<file path="src/design/q16d_pkg.sv">
package q16d_pkg;

	localparam int unsigned DataW = 32;
	localparam int unsigned FracW = 16;
	localparam int unsigned WideW = DataW + FracW + 1;
	localparam int unsigned Steps = DataW;

	localparam logic [DataW-1:0] QOne    = 32'h0001_0000;
	localparam logic [DataW-1:0] QIntMsk = 32'hffff_0000;
	localparam logic [DataW-1:0] UMaxRaw = 32'hffff_ffff;
	localparam logic [DataW-1:0] SMaxRaw = 32'h7fff_ffff;
	localparam logic [DataW-1:0] SMinRaw = 32'h8000_0000;

	typedef enum logic {
		OP_SIGNED   = 1'b0,
		OP_UNSIGNED = 1'b1
	} q16d_op_t;

	typedef enum logic [1:0] {
		ST_OK      = 2'd0,
		ST_SAT     = 2'd1,
		ST_DIVZERO = 2'd2
	} q16d_status_t;

	// per-item flags carried down the pipe
	typedef struct packed {
		q16d_op_t op;
		logic     neg;   // result sign in signed mode
		logic     nneg;  // dividend sign, picks divide-by-zero saturation
		logic     dz;
		logic     ovf;   // quotient >= 2^32
	} q16d_side_t;

	typedef struct packed {
		logic [DataW-1:0] rem;
		logic [DataW-1:0] bits;  // dividend bits in, quotient bits out
		logic [DataW-1:0] den;
		q16d_side_t       side;
	} q16d_div_t;

endpackage

</file>
<file path="src/design/q16d_step.sv">
module q16d_step (
	input  logic                clk,
	input  logic                arst_n,
	input  logic                up_valid,
	input  q16d_pkg::q16d_div_t up_data,
	output logic                up_take,
	output logic                dn_valid,
	output q16d_pkg::q16d_div_t dn_data,
	input  logic                dn_take
);
	import q16d_pkg::*;

	logic                 v_q;
	q16d_div_t            d_q;
	logic [DataW:0]       trial;
	logic [DataW+1:0]     diff;
	logic                 ge;
	q16d_div_t            d_nxt;

	// one restoring step: shift in the next dividend bit, subtract if it fits
	always_comb begin
		trial = {up_data.rem, up_data.bits[DataW-1]};
		diff  = {1'b0, trial} - {2'b00, up_data.den};
		ge    = ~diff[DataW+1];
		d_nxt      = up_data;
		d_nxt.rem  = ge ? diff[DataW-1:0] : trial[DataW-1:0];
		d_nxt.bits = {up_data.bits[DataW-2:0], ge};
	end

	assign up_take = ~v_q | dn_take;

	always_ff @(posedge clk or negedge arst_n) begin
		if (!arst_n) begin
			v_q <= 1'b0;
		end else if (up_take) begin
			v_q <= up_valid;
		end
	end

	always_ff @(posedge clk) begin
		if (up_take && up_valid) begin
			d_q <= d_nxt;
		end
	end

	assign dn_valid = v_q;
	assign dn_data  = d_q;
endmodule

</file>
<file path="config.mk">
export PLATFORM = sky130hd
export DESIGN_NAME = q16d_step
export DESIGN_NICKNAME = d
export VERILOG_FILES = /design/src/design/q16d_pkg.sv /design/src/design/q16d_step.sv
export SDC_FILE = /design/constraint.sdc
export NUM_CORES = 1
export LEC_CHECK = 0
export BUFFER_PORTS_ARGS = -buffer_cell sky130_fd_sc_hd__clkbuf_2
export CORE_MARGIN = 2
export CORE_UTILIZATION = 45
export CTS_BUF_LIST = sky130_fd_sc_hd__clkbuf_16
export CTS_CLUSTER_SIZE = 12
export DETAILED_ROUTE_END_ITERATION = 8
export PLACE_DENSITY_LB_ADDON = 0.2
export SLEW_MARGIN = 20
export SYNTH_ARGS = -nofsm -noshare
export SYNTH_HDL_FRONTEND = slang
export SYNTH_SLANG_ARGS = --single-unit
</file>
<file path="constraint.sdc">
create_clock -name clk -period 3.41 [get_ports clk]
set_clock_uncertainty 0.1 [all_clocks]
set_input_delay 0 -clock clk [delete_from_list [all_inputs] [get_ports clk]]
set_output_delay 0 -clock clk [all_outputs]
set_load 0.1 [all_outputs]
</file>
==> qor.yml <==
run_status:
  status: "finished, final reports clean"
yosys:
  synth_area_leaders: "edfxtp_1 (55%), ha_1 (7.3%), mux2_4 (7.1%)"
  yosysSeqAreaShare: 0.556
  synth.top_cell.area_share: 0.552
  synth_cells: 425
  synth-edff-count: 101
  ys_seq_elements: 102
  synth_top_area_cell: "edfxtp_1"
  yosys-top-cells-count: "edfxtp_1 (101), inv_1 (40), ha_1 (32)"
  synthDistinctLibCells: 58
  ys_async_sr_fraction: 0.00980
  ys_dominant_reg_cell: "edfxtp_1"
  synth.most_common_cell: "edfxtp_1"
  syn_area_um2: 5500
  yosys_warnings: 0
  syn_nets: 563
  synth_area_per_cell_um2: 12.9
floorplan:
  initial_core_util: 0.460
  std_cell_rows: 40
  die_w_um: 115
  die_area_um2: 13100
  coreArea_um2: 12000
  die_h_um: 115
  io_pins: 208
timing:
  finalSetupViolCount: 0
  fmax_mhz: 311
  whs_ns: 0.110
  tightest_slew_ns: 0.646
  fin_crit_ns: 3.21
  period_share: 0.942
  slew-limit-headroom: 0.569
  slew_viol_final: 0
  finalHoldViolations: 0
power:
  p_leak_nw: 3.64
  pwr_density_cell_nw_per_um2: 504
  irDropWorstVdd_mv: 0.257
clocking:
  clock_sinks: 102
  cts_tree: "yes"
  cts_buffer_depth: 2
  clock_latency_ns: 0.35
  cts.clk_slew.worst_paths_ns: 0.07
  cts_buffers: 9
  cts-root-buf: "clkbuf_16"
  post_cts_buffers: 0
  htreeDepth: 3
finish:
  antenna_cells: 0
  syn_to_final_growth_pct: 46.1
  nets: 882
  final_layout_size_suffix_gt1_frac: 0.360
  fin_area_um2: 8030
place:
  port_buffers: 207
  dp_hpwl_um: 10100
  place_congestion: 0.837
  place_area_um2: 6690
global_route:
  grt_max_degree: 56
  grt_util_all_layers: 0.222
  grt-ovfl-total: 0
  grt_pass1_wl_um: 22800
  grt_antenna_before_repair: 0
  grt_pass1_vias: 4710
run:
  cap_violations: 0
worst_setup_path:
  cp_common_cell: "inv_1"
  critPathSlowestCell: "dlygate4sd3_1"
  critical_path.startpoint: "up_data[68]"
  arrival_ns: 3.21
  cpPeakStageDelay_ns: 0.53
  critPathMaxFanout: 4
  crit_chain: "dlygate4sd3_1, clkbuf_2, inv_1, ha_1, inv_1, fa_1, a211oi_2, o211a_1, o31ai_1, a21oi_1, o21ai_0, a311oi_1, nor3_1, mux2_4"
  cp_top_family: "compound AO/OA/AOI/OAI gates"
  cp.required_ns: 3.41
  timing.rr.start: "dn_valid$_DFFE_PN0N_"
  crit_path_start_kind: "input port"
  cp-end-kind: "register"
  crit_buf_inv: 4
  critPathKind: "in2reg"
drt:
  wl_per_cell_um: 16.4
  viasPerCell: 5.11
  routed_wl_um: 14700
  dr.first_iter.drc_count: 206
  drc: 0
  dr.pass1.iters: 6
  routed-via-count: 4575
  drtAntennaViolNets: 0
min_path:
  hold_start: "up_data[99]"
  hold_path.class: "in2reg"
[flip-flops by register name, summed over array words and instances (netlist names)]
| name | flops |
|---|---|
| dn_valid | 1 |
| dn_data | 101 |
[cell type report]
class	count	area [um2]
Clock inverter	7	81.3
Fill cell	845	3930
Timing Repair Buffer	314	2110
Sequential cell	102	3060
Multi-Input combinational cell	277	2220
Tap cell	147	184
Clock buffer	9	225
Inverter	40	150
[layout by cell type, fill, tap and decap left out, types with 3 or more instances in the layout]
| cell | instances |
|---|---|
| inv_1 | 40 |
| mux2_4 | 26 |
| a21oi_1 | 29 |
| o31ai_1 | 6 |
| nand2b_1 | 7 |
| clkbuf_16 | 9 |
| a21boi_0 | 3 |
| buf_4 | 3 |
| nor2b_1 | 4 |
| xnor2_1 | 17 |
| and3_1 | 5 |
| o211ai_1 | 3 |
| dlygate4sd3_1 | 103 |
| a21o_1 | 7 |
| o21ai_0 | 17 |
| o21a_1 | 5 |
| edfxtp_1 | 101 |
| a31oi_1 | 4 |
| xor2_1 | 7 |
| and3_2 | 3 |
| o21bai_1 | 5 |
| nand3_1 | 4 |
| mux2i_1 | 4 |
| nand2_1 | 24 |
| ha_1 | 32 |
| nor3_1 | 9 |
| nor2_1 | 16 |
| clkbuf_2 | 207 |
[worst register-to-register path, cell delays in order, from the launching register on]
cell and delay (ns):
dfrtp_1 0.38, nand2b_1 0.13, and2_4 0.58, buf_12 0.38
[repair_timing]
| item | in CTS | in global routing |
|---|---|---|
| setup endpoints to repair | 0 | 4 |
| hold endpoints to repair | 101 | 0 |
| gates resized for setup | 0 | 1 |
| hold buffers | 103 | 0 |
[worst paths after layout]
| path | to | slack, ns | depth (start not counted) |
|---|---|---|---|
| min in group asynchronous | dn_valid$_DFFE_PN0N_ | 0.40 | 3 |
| max in group asynchronous | dn_valid$_DFFE_PN0N_ | 2.70 | 3 |
| worst min register to register | dn_data[44]$_DFFE_PP_ | 0.96 | 2 |
| worst max register to register | dn_data[46]$_DFFE_PP_ | 1.47 | 3 |
| worst max-delay path | dn_data[99]$_DFFE_PP_ | 0.20 | 14 |
| worst min-delay path | dn_data[100]$_DFFE_PP_ | 0.11 | 5 |
[routing by layer]
metal / vias up / GRT usage / wire length (um)
li1: 2238 / - / -
met1: 2146 / 0.247 / 5850
met2: 163 / 0.413 / 7690
met3: 28 / 0.0429 / 825
met4: 0 / 0.0878 / 331
met5: - / 0 / 0
[report_power, final]
part	switching (mW)	leakage (nW)	internal [mW]
clock	0.472	0.147	0.579
combinational	1.02	2.52	0.446
sequential	0.0270	0.972	1.50
[cell families (layout without fill, tap and decap cells)]
logic type,after synthesis,count (layout),synth area share
muxes,32,32,0.0824
xor gates and xnor gates,24,24,0.0382
adders and majority gates,33,33,0.0765
DFF,102,102,0.556
buffers and inverters,46,370,0.0403
AOI/OAI and AO/OA,102,102,0.127
and+or+nand+nor,86,86,0.0797
[metrics by stage]
| stage | std cells | setup slack (ns) | utilization | TNS [ns] | power [mW] |
|---|---|---|---|---|---|
| 2_1_floorplan | 425 | 0.327 | - | 0 | 2.68 |
| 3_3_place_gp | 777 | 0.379 | 0.559 | 0 | 2.91 |
| 3_5_place_dp | 777 | 0.354 | 0.559 | 0 | 2.92 |
| 4_1_cts | 896 | 0.154 | 0.671 | 0 | 4.07 |
| 5_1_grt | 896 | -0.00504 | 0.672 | -0.0100 | 4.21 |
| 6_report | 896 | 0.199 | 0.672 | 0 | 4.05 |
(Power assumes the default switching activity.)
